**src/rtl/core/tsb_pkg.sv**
```systemverilog
`default_nettype none
package tsb_pkg;

  localparam int SEGMENT_BUFFER_BYTES = 2048;
  localparam int HDR_BYTES            = 20;
  localparam int PAYLOAD_LIMIT        = SEGMENT_BUFFER_BYTES - HDR_BYTES;
  localparam int CNT_W                = $clog2(SEGMENT_BUFFER_BYTES);
  localparam int OFS_W                = 11;
  localparam int LEN_W                = 16;
  localparam int IDX_W                = $clog2(HDR_BYTES);
  localparam int QDEPTH               = 4;
  localparam int QPTR_W               = $clog2(QDEPTH);
  localparam int CS_CYCLES            = 9;
  localparam int CS_CNT_W             = $clog2(CS_CYCLES + 1);

  localparam logic [7:0]  DATA_OFFSET_BYTE = 8'h50;
  localparam logic [15:0] PROTO_TCP        = 16'd6;

  typedef enum logic [1:0] {
    CMD_HEADER  = 2'd0,
    CMD_PAYLOAD = 2'd1,
    CMD_FINISH  = 2'd2,
    CMD_RSVD    = 2'd3
  } cmd_t;

  typedef struct packed {
    logic [1:0]  cmd;
    logic [31:0] src_ip;
    logic [31:0] dst_ip;
    logic [15:0] src_port;
    logic [15:0] dst_port;
    logic [31:0] seq_num;
    logic [31:0] ack_num;
    logic [7:0]  tcp_flags;
    logic [15:0] window_size;
    logic [15:0] urgent_pointer;
    logic [7:0]  payload_byte;
  } in_item_t;

  typedef struct packed {
    logic [7:0]       out_byte;
    logic [OFS_W-1:0] out_offset;
    logic             out_last;
    logic             overflow;
  } out_item_t;

  typedef struct packed {
    logic [31:0] src_ip;
    logic [31:0] dst_ip;
    logic [15:0] src_port;
    logic [15:0] dst_port;
    logic [31:0] seq;
    logic [31:0] ack;
    logic [7:0]  flags;
    logic [15:0] window;
    logic [15:0] urgent;
  } hdr_t;

  // one queue entry: either a payload echo or a finish snapshot
  typedef struct packed {
    logic             is_fin;
    logic [7:0]       pl_byte;
    logic [OFS_W-1:0] pl_offset;
    logic             ovf;
    hdr_t             hdr;
    logic [16:0]      run_sum;
    logic [LEN_W-1:0] len;
    logic [7:0]       pend;
    logic             odd;
  } q_entry_t;

  function automatic logic [16:0] oc_add(input logic [16:0] s, input logic [15:0] w);
    logic [17:0] t;
    t = {1'b0, s} + {2'b00, w};
    return 17'({1'b0, t[15:0]} + {15'd0, t[17:16]});
  endfunction

endpackage
`default_nettype wire

```
**src/rtl/core/tsb_front.sv**
```systemverilog
`default_nettype none
module tsb_front (
  input  wire logic              clk,
  input  wire logic              rst_n,
  input  wire logic              in_push,
  input  wire tsb_pkg::in_item_t in_data,
  input  wire logic              q_full,
  output logic                   q_push,
  output tsb_pkg::q_entry_t      q_entry
);
  import tsb_pkg::*;

  hdr_t             hdr_r, hdr_nxt;
  logic [16:0]      sum_r, sum_nxt;
  logic [CNT_W-1:0] cnt_r, cnt_nxt;
  logic [7:0]       pend_r, pend_nxt;
  logic             odd_r, odd_nxt;
  logic             ovf_r, ovf_nxt;

  logic             accept;
  logic             at_limit;
  logic [LEN_W-1:0] seg_len;

  assign accept   = in_push & ~q_full;
  assign at_limit = cnt_r >= CNT_W'(PAYLOAD_LIMIT);
  assign seg_len  = LEN_W'(HDR_BYTES) + LEN_W'(cnt_r);

  always_comb begin
    q_entry.is_fin    = (cmd_t'(in_data.cmd) == CMD_FINISH);
    q_entry.pl_byte   = in_data.payload_byte;
    q_entry.pl_offset = seg_len[OFS_W-1:0];
    q_entry.ovf       = ovf_r;
    q_entry.hdr       = hdr_r;
    q_entry.run_sum   = sum_r;
    q_entry.len       = seg_len;
    q_entry.pend      = pend_r;
    q_entry.odd       = odd_r;
  end

  always_comb begin
    hdr_nxt  = hdr_r;
    sum_nxt  = sum_r;
    cnt_nxt  = cnt_r;
    pend_nxt = pend_r;
    odd_nxt  = odd_r;
    ovf_nxt  = ovf_r;
    q_push   = 1'b0;
    if (accept) begin
      case (cmd_t'(in_data.cmd))
        CMD_HEADER: begin
          hdr_nxt.src_ip   = in_data.src_ip;
          hdr_nxt.dst_ip   = in_data.dst_ip;
          hdr_nxt.src_port = in_data.src_port;
          hdr_nxt.dst_port = in_data.dst_port;
          hdr_nxt.seq      = in_data.seq_num;
          hdr_nxt.ack      = in_data.ack_num;
          hdr_nxt.flags    = in_data.tcp_flags;
          hdr_nxt.window   = in_data.window_size;
          hdr_nxt.urgent   = in_data.urgent_pointer;
          sum_nxt          = '0;
          cnt_nxt          = '0;
          pend_nxt         = '0;
          odd_nxt          = 1'b0;
          ovf_nxt          = 1'b0;
        end
        CMD_PAYLOAD: begin
          if (at_limit) begin
            ovf_nxt = 1'b1;
          end else begin
            if (odd_r) begin
              sum_nxt = oc_add(sum_r, {pend_r, in_data.payload_byte});
              odd_nxt = 1'b0;
            end else begin
              pend_nxt = in_data.payload_byte;
              odd_nxt  = 1'b1;
            end
            cnt_nxt = cnt_r + CNT_W'(1);
            q_push  = 1'b1;
          end
        end
        CMD_FINISH: begin
          q_push = 1'b1;
        end
        default: begin
        end
      endcase
    end
  end

  always_ff @(posedge clk) begin
    if (!rst_n) begin
      hdr_r  <= '0;
      sum_r  <= '0;
      cnt_r  <= '0;
      pend_r <= '0;
      odd_r  <= 1'b0;
      ovf_r  <= 1'b0;
    end else begin
      hdr_r  <= hdr_nxt;
      sum_r  <= sum_nxt;
      cnt_r  <= cnt_nxt;
      pend_r <= pend_nxt;
      odd_r  <= odd_nxt;
      ovf_r  <= ovf_nxt;
    end
  end

endmodule
`default_nettype wire

```
**src/rtl/core/tsb_queue.sv**
```systemverilog
`default_nettype none
module tsb_queue (
  input  wire logic              clk,
  input  wire logic              rst_n,
  input  wire logic              push,
  input  wire tsb_pkg::q_entry_t push_data,
  output logic                   full,
  input  wire logic              pop,
  output tsb_pkg::q_entry_t      head,
  output logic                   valid
);
  import tsb_pkg::*;

  q_entry_t          mem_r [QDEPTH];
  logic [QPTR_W-1:0] wr_ptr_r, wr_ptr_nxt;
  logic [QPTR_W-1:0] rd_ptr_r, rd_ptr_nxt;
  logic [QPTR_W:0]   cnt_r, cnt_nxt;
  logic              do_push;
  logic              do_pop;

  assign full    = cnt_r == (QPTR_W+1)'(QDEPTH);
  assign valid   = cnt_r != '0;
  assign head    = mem_r[rd_ptr_r];
  assign do_push = push & ~full;
  assign do_pop  = pop & valid;

  always_comb begin
    wr_ptr_nxt = do_push ? wr_ptr_r + QPTR_W'(1) : wr_ptr_r;
    rd_ptr_nxt = do_pop ? rd_ptr_r + QPTR_W'(1) : rd_ptr_r;
    cnt_nxt    = cnt_r;
    if (do_push && !do_pop) begin
      cnt_nxt = cnt_r + (QPTR_W+1)'(1);
    end else if (do_pop && !do_push) begin
      cnt_nxt = cnt_r - (QPTR_W+1)'(1);
    end
  end

  always_ff @(posedge clk) begin
    if (do_push) begin
      mem_r[wr_ptr_r] <= push_data;
    end
  end

  always_ff @(posedge clk) begin
    if (!rst_n) begin
      wr_ptr_r <= '0;
      rd_ptr_r <= '0;
      cnt_r    <= '0;
    end else begin
      wr_ptr_r <= wr_ptr_nxt;
      rd_ptr_r <= rd_ptr_nxt;
      cnt_r    <= cnt_nxt;
    end
  end

endmodule
`default_nettype wire

```
**src/rtl/core/tsb_back.sv**
```systemverilog
`default_nettype none
module tsb_back (
  input  wire logic              clk,
  input  wire logic              rst_n,
  input  wire tsb_pkg::q_entry_t q_head,
  input  wire logic              q_valid,
  output logic                   q_pop,
  input  wire logic              out_pop,
  output logic                   out_empty,
  output tsb_pkg::out_item_t     out_data
);
  import tsb_pkg::*;

  q_entry_t            fin_r, fin_nxt;
  logic                busy_r, busy_nxt;
  logic [IDX_W-1:0]    idx_r, idx_nxt;
  logic [16:0]         cs_sum_r, cs_sum_nxt;
  logic [CS_CNT_W-1:0] cs_cnt_r, cs_cnt_nxt;
  logic                empty_r, empty_nxt;
  out_item_t           out_r, out_nxt;

  logic                slot_free;
  logic                cs_done;
  logic [15:0]         cs_final;
  logic [4:0]          cs_k;
  logic                hdr_ok;

  function automatic logic [15:0] cs_word(input q_entry_t f, input logic [4:0] k);
    logic [15:0] w;
    case (k)
      5'd0:    w = f.odd ? {f.pend, 8'h00} : 16'h0000;
      5'd1:    w = f.hdr.src_ip[31:16];
      5'd2:    w = f.hdr.src_ip[15:0];
      5'd3:    w = f.hdr.dst_ip[31:16];
      5'd4:    w = f.hdr.dst_ip[15:0];
      5'd5:    w = PROTO_TCP;
      5'd6:    w = f.len;
      5'd7:    w = {f.hdr.src_port[7:0], f.hdr.src_port[15:8]};
      5'd8:    w = {f.hdr.dst_port[7:0], f.hdr.dst_port[15:8]};
      5'd9:    w = f.hdr.seq[31:16];
      5'd10:   w = f.hdr.seq[15:0];
      5'd11:   w = f.hdr.ack[31:16];
      5'd12:   w = f.hdr.ack[15:0];
      5'd13:   w = {DATA_OFFSET_BYTE, f.hdr.flags};
      5'd14:   w = f.hdr.window;
      5'd16:   w = f.hdr.urgent;
      default: w = 16'h0000;
    endcase
    return w;
  endfunction

  function automatic logic [7:0] hdr_byte(input q_entry_t f, input logic [IDX_W-1:0] i,
                                          input logic [15:0] cs);
    logic [7:0] b;
    case (i)
      IDX_W'(0):  b = f.hdr.src_port[7:0];
      IDX_W'(1):  b = f.hdr.src_port[15:8];
      IDX_W'(2):  b = f.hdr.dst_port[7:0];
      IDX_W'(3):  b = f.hdr.dst_port[15:8];
      IDX_W'(4):  b = f.hdr.seq[31:24];
      IDX_W'(5):  b = f.hdr.seq[23:16];
      IDX_W'(6):  b = f.hdr.seq[15:8];
      IDX_W'(7):  b = f.hdr.seq[7:0];
      IDX_W'(8):  b = f.hdr.ack[31:24];
      IDX_W'(9):  b = f.hdr.ack[23:16];
      IDX_W'(10): b = f.hdr.ack[15:8];
      IDX_W'(11): b = f.hdr.ack[7:0];
      IDX_W'(12): b = DATA_OFFSET_BYTE;
      IDX_W'(13): b = f.hdr.flags;
      IDX_W'(14): b = f.hdr.window[15:8];
      IDX_W'(15): b = f.hdr.window[7:0];
      IDX_W'(16): b = cs[15:8];
      IDX_W'(17): b = cs[7:0];
      IDX_W'(18): b = f.hdr.urgent[15:8];
      IDX_W'(19): b = f.hdr.urgent[7:0];
      default:    b = 8'h00;
    endcase
    return b;
  endfunction

  assign slot_free = empty_r | out_pop;
  assign cs_done   = cs_cnt_r == CS_CNT_W'(CS_CYCLES);
  assign cs_final  = ~(cs_sum_r[15:0] + {15'd0, cs_sum_r[16]});
  assign cs_k      = {cs_cnt_r, 1'b0};
  // checksum bytes wait for the running fold to finish
  assign hdr_ok    = cs_done || (idx_r != IDX_W'(16) && idx_r != IDX_W'(17));

  assign out_empty = empty_r;
  assign out_data  = out_r;

  always_comb begin
    fin_nxt    = fin_r;
    busy_nxt   = busy_r;
    idx_nxt    = idx_r;
    cs_sum_nxt = cs_sum_r;
    cs_cnt_nxt = cs_cnt_r;
    out_nxt    = out_r;
    empty_nxt  = empty_r | out_pop;
    q_pop      = 1'b0;

    if (busy_r && !cs_done) begin
      cs_sum_nxt = oc_add(oc_add(cs_sum_r, cs_word(fin_r, cs_k)),
                          cs_word(fin_r, cs_k | 5'd1));
      cs_cnt_nxt = cs_cnt_r + CS_CNT_W'(1);
    end

    if (busy_r) begin
      if (slot_free && hdr_ok) begin
        out_nxt.out_byte   = hdr_byte(fin_r, idx_r, cs_final);
        out_nxt.out_offset = OFS_W'(idx_r);
        out_nxt.out_last   = idx_r == IDX_W'(HDR_BYTES - 1);
        out_nxt.overflow   = fin_r.ovf;
        empty_nxt          = 1'b0;
        idx_nxt            = idx_r + IDX_W'(1);
        if (idx_r == IDX_W'(HDR_BYTES - 1)) begin
          busy_nxt = 1'b0;
        end
      end
    end else if (q_valid) begin
      if (q_head.is_fin) begin
        q_pop      = 1'b1;
        fin_nxt    = q_head;
        busy_nxt   = 1'b1;
        idx_nxt    = '0;
        cs_sum_nxt = q_head.run_sum;
        cs_cnt_nxt = '0;
      end else if (slot_free) begin
        q_pop              = 1'b1;
        out_nxt.out_byte   = q_head.pl_byte;
        out_nxt.out_offset = q_head.pl_offset;
        out_nxt.out_last   = 1'b0;
        out_nxt.overflow   = q_head.ovf;
        empty_nxt          = 1'b0;
      end
    end
  end

  always_ff @(posedge clk) begin
    fin_r    <= fin_nxt;
    cs_sum_r <= cs_sum_nxt;
    out_r    <= out_nxt;
  end

  always_ff @(posedge clk) begin
    if (!rst_n) begin
      busy_r   <= 1'b0;
      idx_r    <= '0;
      cs_cnt_r <= '0;
      empty_r  <= 1'b1;
    end else begin
      busy_r   <= busy_nxt;
      idx_r    <= idx_nxt;
      cs_cnt_r <= cs_cnt_nxt;
      empty_r  <= empty_nxt;
    end
  end

endmodule
`default_nettype wire

```
**src/rtl/core/tcp_segment_builder.sv**
```systemverilog
`default_nettype none
// channel   ports                          transaction when
// input     in_push, in_full, in_data      in_push && !in_full
// result    out_pop, out_empty, out_data   out_pop && !out_empty
//
// header items give no result; payload bytes below PAYLOAD_LIMIT give one result
// each, later ones only set overflow; a byte stream runs at one byte per cycle
// unless in_full or out_pop stalls it. a finish gives 20 results; its checksum
// is folded two words a cycle in the back end as the first header bytes go out.
// a 4-entry queue holds work between front and back; in_full rises when it fills.
// synchronous active-low reset empties the queue and clears all segment state.
module tcp_segment_builder (
  input  wire logic               clk,
  input  wire logic               rst_n,
  input  wire logic               in_push,
  output logic                    in_full,
  input  wire tsb_pkg::in_item_t  in_data,
  input  wire logic               out_pop,
  output logic                    out_empty,
  output tsb_pkg::out_item_t      out_data
);
  import tsb_pkg::*;

  logic     q_push;
  logic     q_full;
  logic     q_pop;
  logic     q_valid;
  q_entry_t q_entry;
  q_entry_t q_head;

  assign in_full = q_full;

  tsb_front u_front (
    .clk     (clk),
    .rst_n   (rst_n),
    .in_push (in_push),
    .in_data (in_data),
    .q_full  (q_full),
    .q_push  (q_push),
    .q_entry (q_entry)
  );

  tsb_queue u_queue (
    .clk       (clk),
    .rst_n     (rst_n),
    .push      (q_push),
    .push_data (q_entry),
    .full      (q_full),
    .pop       (q_pop),
    .head      (q_head),
    .valid     (q_valid)
  );

  tsb_back u_back (
    .clk       (clk),
    .rst_n     (rst_n),
    .q_head    (q_head),
    .q_valid   (q_valid),
    .q_pop     (q_pop),
    .out_pop   (out_pop),
    .out_empty (out_empty),
    .out_data  (out_data)
  );

endmodule
`default_nettype wire

```
**config.mk**
```make
export PLATFORM = sky130hd
export DESIGN_NAME = tcp_segment_builder
export DESIGN_NICKNAME = d
export VERILOG_FILES = /design/src/rtl/core/tsb_pkg.sv /design/src/rtl/core/tsb_front.sv /design/src/rtl/core/tsb_queue.sv /design/src/rtl/core/tsb_back.sv /design/src/rtl/core/tcp_segment_builder.sv
export SDC_FILE = /design/constraint.sdc
export NUM_CORES = 2
export LEC_CHECK = 0
export BUFFER_PORTS_ARGS = -buffer_cell sky130_fd_sc_hd__buf_2
export CAP_MARGIN = 25
export CORE_ASPECT_RATIO = 1.2
export CORE_UTILIZATION = 55
export CTS_CLUSTER_DIAMETER = 40
export CTS_CLUSTER_SIZE = 14
export DETAILED_ROUTE_END_ITERATION = 8
export PLACE_DENSITY = 0.81
export SYNTH_ARGS = -nofsm -noshare
export SYNTH_HDL_FRONTEND = slang
export SYNTH_SLANG_ARGS = --single-unit
```
**constraint.sdc**
```tcl
create_clock -name clk -period 8.59 [get_ports clk]
set_input_delay 0 -clock clk [delete_from_list [all_inputs] [get_ports clk]]
set_output_delay 0 -clock clk [all_outputs]
set_load 0.01 [all_outputs]
```
# Word level (Yosys, flattened, before mapping)
# Memories as Yosys holds them, arrays and structs flattened. A register that Yosys moved wholly into a read port is not among the register bits.
# Cells that the tools add are included.
# word_totals
ramBits	1036
wordCells	188
input_bits	214
ff_bits	520
output_inout_bits	23
n_memories	1
# memory_table
memory	words	width	rd	rd_clocked_by_memory_dff	wr	line	text
u_queue.mem_r	4	259	1	1	1	tsb_queue.sv:14	q_entry_t mem_r [QDEPTH];
# classes
n_lt_le_gt_ge	1
n_mux	58
n_addsub	15
n_reduce_logical	28
eq_ne	39
n_bitwise	7
# ops
op	n
case mux 8 bit (20 select lines)	1
case mux 16 bit (9 select lines)	1
case mux 16 bit (8 select lines)	1
2-to-1 mux 21 bit	5
2-to-1 mux 17 bit	6
adder 17 x 16 -> 18 bit	3
adder 16 x 2 -> 17 bit	3
2-to-1 mux 16 bit	3
== test 5 x 4 -> 1 bit (second input constant)	8
case mux 17 bit (2 select lines)	1
case mux 11 bit (2 select lines)	1
== test 5 x 3 -> 1 bit (second input constant)	4
== test 5 bit (second input constant)	4
2-to-1 mux 1 bit	20
2-to-1 mux 5 bit	4
adder 16 x 1 -> 16 bit	1
== test 4 x 3 -> 1 bit (second input constant)	4
2-to-1 mux 4 bit	4
2-to-1 mux 8 bit	2
inverter 16 bit	1
case mux 8 bit (2 select lines)	1
logical NOT 5 bit	3
adder 5 x 11 -> 12 bit (first input constant)	1
AND reduction 3 bit	4
other kinds (34)	62

# Depth between registers and ports, before layout
# depth
depth_word	12
ltp_mapped	37
mapped_depth_nobuf	35

# Hierarchy
# Synthesis repeated with hierarchy kept, for this count alone.
# unflattened
cells_unflattened	3768
hier_area_um2	62165.9
# by_module_without_submodules
mod	n_inst	cells_each	area_each_um2	seq_area_each_um2
tsb_queue	1	1421	38303.0	31770.5
tsb_back	1	1067	13314.0	7977.7
tsb_front	1	1280	10548.9	4764.6

# Worst setup path after synthesis
# Ideal clock, no wire load.
# synth_timing
kind	reg-to-reg
startpoint	register with a tool-made name
endpoint	register u_back.cs_sum_r[8]
arrival_ns	7.692
synth_period_minus_slack_ns	8.119
path_slack_ns	0.471
setup_time_ns	0.427
path_stages_with_launch	7
n_path_buf	2
t_required_ns	8.163
path_cell_list	dfxtp_1 clkbuf_1 mux4_2 nand2_1 clkinv_1 clkbuf_1 o21ai_0
# synth_rtl
item	line	text
to (signal assigned)	tsb_back.sv:140	cs_sum_r <= cs_sum_nxt;
to (decl)	tsb_back.sv:17	logic [16:0] cs_sum_r, cs_sum_nxt;

# Worst setup path in the final report
# layout_timing
startpoint	register u_back.cs_cnt_r[0]
endpoint	register u_back.cs_sum_r[15]
# layout_between
elab_chain_cells	11
elab_cells_between_ends	26
classes_between	4 x add/sub; 9 x eq/ne; 8 x mux; 5 x reduce/logical
# layout_rtl
item	line	text
from (decl)	tsb_back.sv:18	logic [CS_CNT_W-1:0] cs_cnt_r, cs_cnt_nxt;
from (signal assigned)	tsb_back.sv:153	cs_cnt_r <= cs_cnt_nxt;
== test 4 bit, or another cell as far along	tsb_back.sv:30	case (k)
case mux 16 bit (9 select lines)	tsb_back.sv:30	
2-to-1 mux 16 bit	tsb_back.sv:101	if (busy_r && !cs_done) begin
adder 17 x 16 -> 18 bit	tsb_pkg.sv:74	t = {1'b0, s} + {2'b00, w};
adder 16 x 2 -> 17 bit	tsb_pkg.sv:75	return 17'({1'b0, t[15:0]} + {15'd0, t[17:16]});
adder 17 x 16 -> 18 bit	tsb_pkg.sv:74	
adder 16 x 2 -> 17 bit	tsb_pkg.sv:75	
2-to-1 mux 17 bit (*)	tsb_back.sv:101	
2-to-1 mux 17 bit	tsb_back.sv:120	if (q_head.is_fin) begin
2-to-1 mux 17 bit	tsb_back.sv:119	end else if (q_valid) begin
2-to-1 mux 17 bit (*)	tsb_back.sv:107	if (busy_r) begin
named net u_back.cs_sum_nxt[15]	tsb_back.sv:17	
# The timed path passes the listed nets; every way through them passes the cells marked *. The select of a mux whose other input is x is not followed.
# A chain may end at the register's enable or synchronous reset.

==> reports/metrics.csv <==
metric,value,unit
setup_viol,0,
cpMostUsedCell,ha_1,
cts.clk_slew.worst_paths,0.06,ns
slowest_delay,0.47,ns
portBuffers,236,
clock_latency,0.80,ns
ys_types,79,
yosys_register_bits,1510,
coreArea,107000,um^2
switchingPower,0.00768,W
fin_nets,4574,
gp_congestion,1.02,
clkSinkCount,1510,
antenna_found_initial,17,
wl_per_cell,31.0,um
syn_area,59300,um^2
syn_area_per_cell,16.4,um^2
critical_path_arrival,8.81,ns
cts_tree,done,
cp_max_fo,9,
grt_max_degree,174,
cts_buffer_depth,3,
grtUsageMet2,56.1,%
fmax,123,MHz
slew_headroom,16.4,%
area_growth,19.6,%
cts_inserted_buffers,151,
fin_tns_setup,0,ns
violations,DRC,
drv_cap,0,
switching_share,33.7,%
fp.dieH,362,um
synth.top_cell.area_share,62.5,%
rr_worst_depth,33,
vias,37200,
synthCells,3621,
power_density,321,nW/um^2
overflow,0,
rsz0062_at_grt,no,
hold_violations,0,
start_util,55.6,%
min_period,8.14,ns
timing.hold.ws,0.0447,ns
vias_per_cell,6.41,
drt_iter0_drc,4493,
rows,131,
synthesis.nets,3930,
yosysSeqAreaShare,71.8,%
netlist_top_cells_area,"edfxtp_1, mux4_2, dfxtp_1",
ys_warn_count,0,
pwr-share-comb,27.7,%
htreeDepth,4,
drive_gt1_share,18.2,%
cp-start-kind,register,
fin_crit_sh,94.7,%
use_met3,5.63,%
pwr-share-seq,43.0,%
async_flop_share,0,%
dp_hpwl,103000,um
required,9.26,ns
synth_top_cell_by_area,edfxtp_1,
ir_drop,0.308,mV
p_clk_share,29.3,%
netlist_top_cells_count,"edfxtp_1, nand2_1, dfxtp_1, mux4_2, a21boi_0",
finalClockSkew,0.0419,ns
postRouteAntennaNets,0,
grt_use_total,33.3,%
endpoint_kind,register,
synth_edf_count,1235,
drc_errors,14,
busiest_layer,met2,
pin_count,237,
post-synth-top-count-cell,edfxtp_1,
holdPathStages,4,
cts_root_buffer,clkbuf_16,
leakagePower,24.1,nW
use_met1,41.1,%
worstMarginPinSlew,1.25,ns
cp_slowest_cell,fa_1,
internal-power,0.0151,W
hp-class,input port to register,
die_area,109000,um^2
status,"complete, but fails checks",
drv_slew,0,
yosys_most_used_dff,edfxtp_1,
dr.pass1.iters,9,
die_w,302,um
worstSetupPathType,register to register,
grt_pass1_vias,37600,
wirelength,180000,um
grt_pass1_wl,258000,um
flip-flops by register name, summed over array words and instances (netlist names), named ones only:
name	cells
u_front.sum_r	17
u_back.out_data	21
u_front.odd_r	1
u_back.fin_r	222
u_front.pend_r	8
u_back.cs_cnt_r	4
u_front.cnt_r	11
u_queue.cnt_r	3
u_queue.wr_ptr_r	2
u_queue.mem_r	992
u_back.idx_r	5
u_back.busy_r	1
u_front.ovf_r	1
u_back.out_empty	1
u_front.q_entry	200
u_back.cs_sum_r	17
u_queue.rd_ptr_r	2
logic make-up (layout without fill, tap and decap cells):
group / count (synthesis) / in the layout / share of synthesized area [%]
DFF: 1510 / 1510 / 71.8
adders and majority gates: 95 / 95 / 2.10
and+or+nand+nor: 823 / 823 / 6.22
AOI/OAI and AO/OA: 612 / 612 / 7.48
muxes: 260 / 260 / 9.63
other: 0 / 9 / 0
xor gates and xnor gates: 90 / 90 / 1.34
buffers and inverters: 231 / 1003 / 1.47
worst max-delay path: cells and delay by family (launching register included):
family,cells,cell delay (ns)
compound gates,13,3.14
simple gates,9,1.71
xor+xnor,1,0.21
fa+ha+maj,7,2.16
flops,1,0.43
buf+inv,3,0.34
stage by stage:
step	cells	utilization, %	power, W	setup slack [ns]	cell area [um^2]
global route	5797	66.5	0.0235	0.0143	71000
floorplan	3621	-	0.0136	0.471	59300
CTS	5786	66.5	0.0225	0.358	70900
global placement	5127	58.3	0.0159	0.409	62200
detailed placement	5129	58.3	0.0159	0.363	62200
finish	5798	66.5	0.0228	0.454	71000
path summary, 6_finish.rpt:
check / start / end / slack [ns]
setup reg to reg: u_back.cs_cnt_r[0] / u_back.cs_sum_r[15] / 0.45
hold reg to reg: u_front.q_entry[177] / u_queue.mem_r[1][173] / 0.50
setup / recovery: u_back.cs_cnt_r[0] / u_back.cs_sum_r[15] / 0.45
hold / removal: in_data[128] / u_front.q_entry[162] / 0.04
power by group through the flow:
stage	logic (W)	registers (W)	clock network, W
after CTS	0.00616	0.00976	0.00662
after detailed placement	0.00596	0.00990	0
after global routing	0.00676	0.00979	0.00698
after global placement	0.00598	0.00991	0
after floorplan	0.00417	0.00942	0
final	0.00633	0.00981	0.00667
final cells by class:
class                   instances  area (um^2)
diodes                          9         22.5
clock inverters                71          833
repair buffers                673         5510
clock buffers                 210         4160
fillers                      6554        35700
flip-flops and latches       1510        42600
well taps                    1396         1750
inverters                      49          191
multi-input cells            1880        15900
routing by layer:
metal	vias up	wire [um]	part of all wire, %
li1	15400	-	-
met1	18900	64900	36
met2	2343	91000	51
met3	521	13600	7.5
met4	12	10500	5.8
met5	-	76	0.042
layout by cell type, fill, tap and decap left out, types with 9 or more instances in the layout:
cell,netlist,routed
a211oi_1,17,16
a21boi_0,211,211
a21o_1,12,12
a21oi_1,62,62
a221oi_1,23,23
a222oi_1,13,13
a22o_1,20,20
a22oi_1,119,119
and2_1,31,26
and3_1,19,19
buf_2,3,236
buf_4,0,50
clkbuf_1,148,49
clkbuf_16,0,156
clkinv_1,1,9
clkinv_2,0,16
clkinv_8,0,10
dfxtp_1,275,273
diode_2,0,9
dlygate4sd3_1,0,376
edfxtp_1,1235,1235
ha_1,87,87
inv_1,48,48
mux4_2,248,248
nand2_1,476,475
nand2b_1,15,15
nand3_1,59,59
nand4_1,33,33
nor2_1,91,91
nor2b_1,36,35
nor3_1,20,19
o21a_1,10,10
o21ai_0,54,54
o22ai_1,11,11
xnor2_1,56,56
xor2_1,33,33
timing repair:
action	4_1_cts	5_1_grt
hold buffers	376	0
gates resized for setup	0	5
endpoints found under the setup margin	0	8
endpoints found under the hold margin	281	0
setup buffers	0	2
Note: power is estimated with default switching activity, not from simulation.
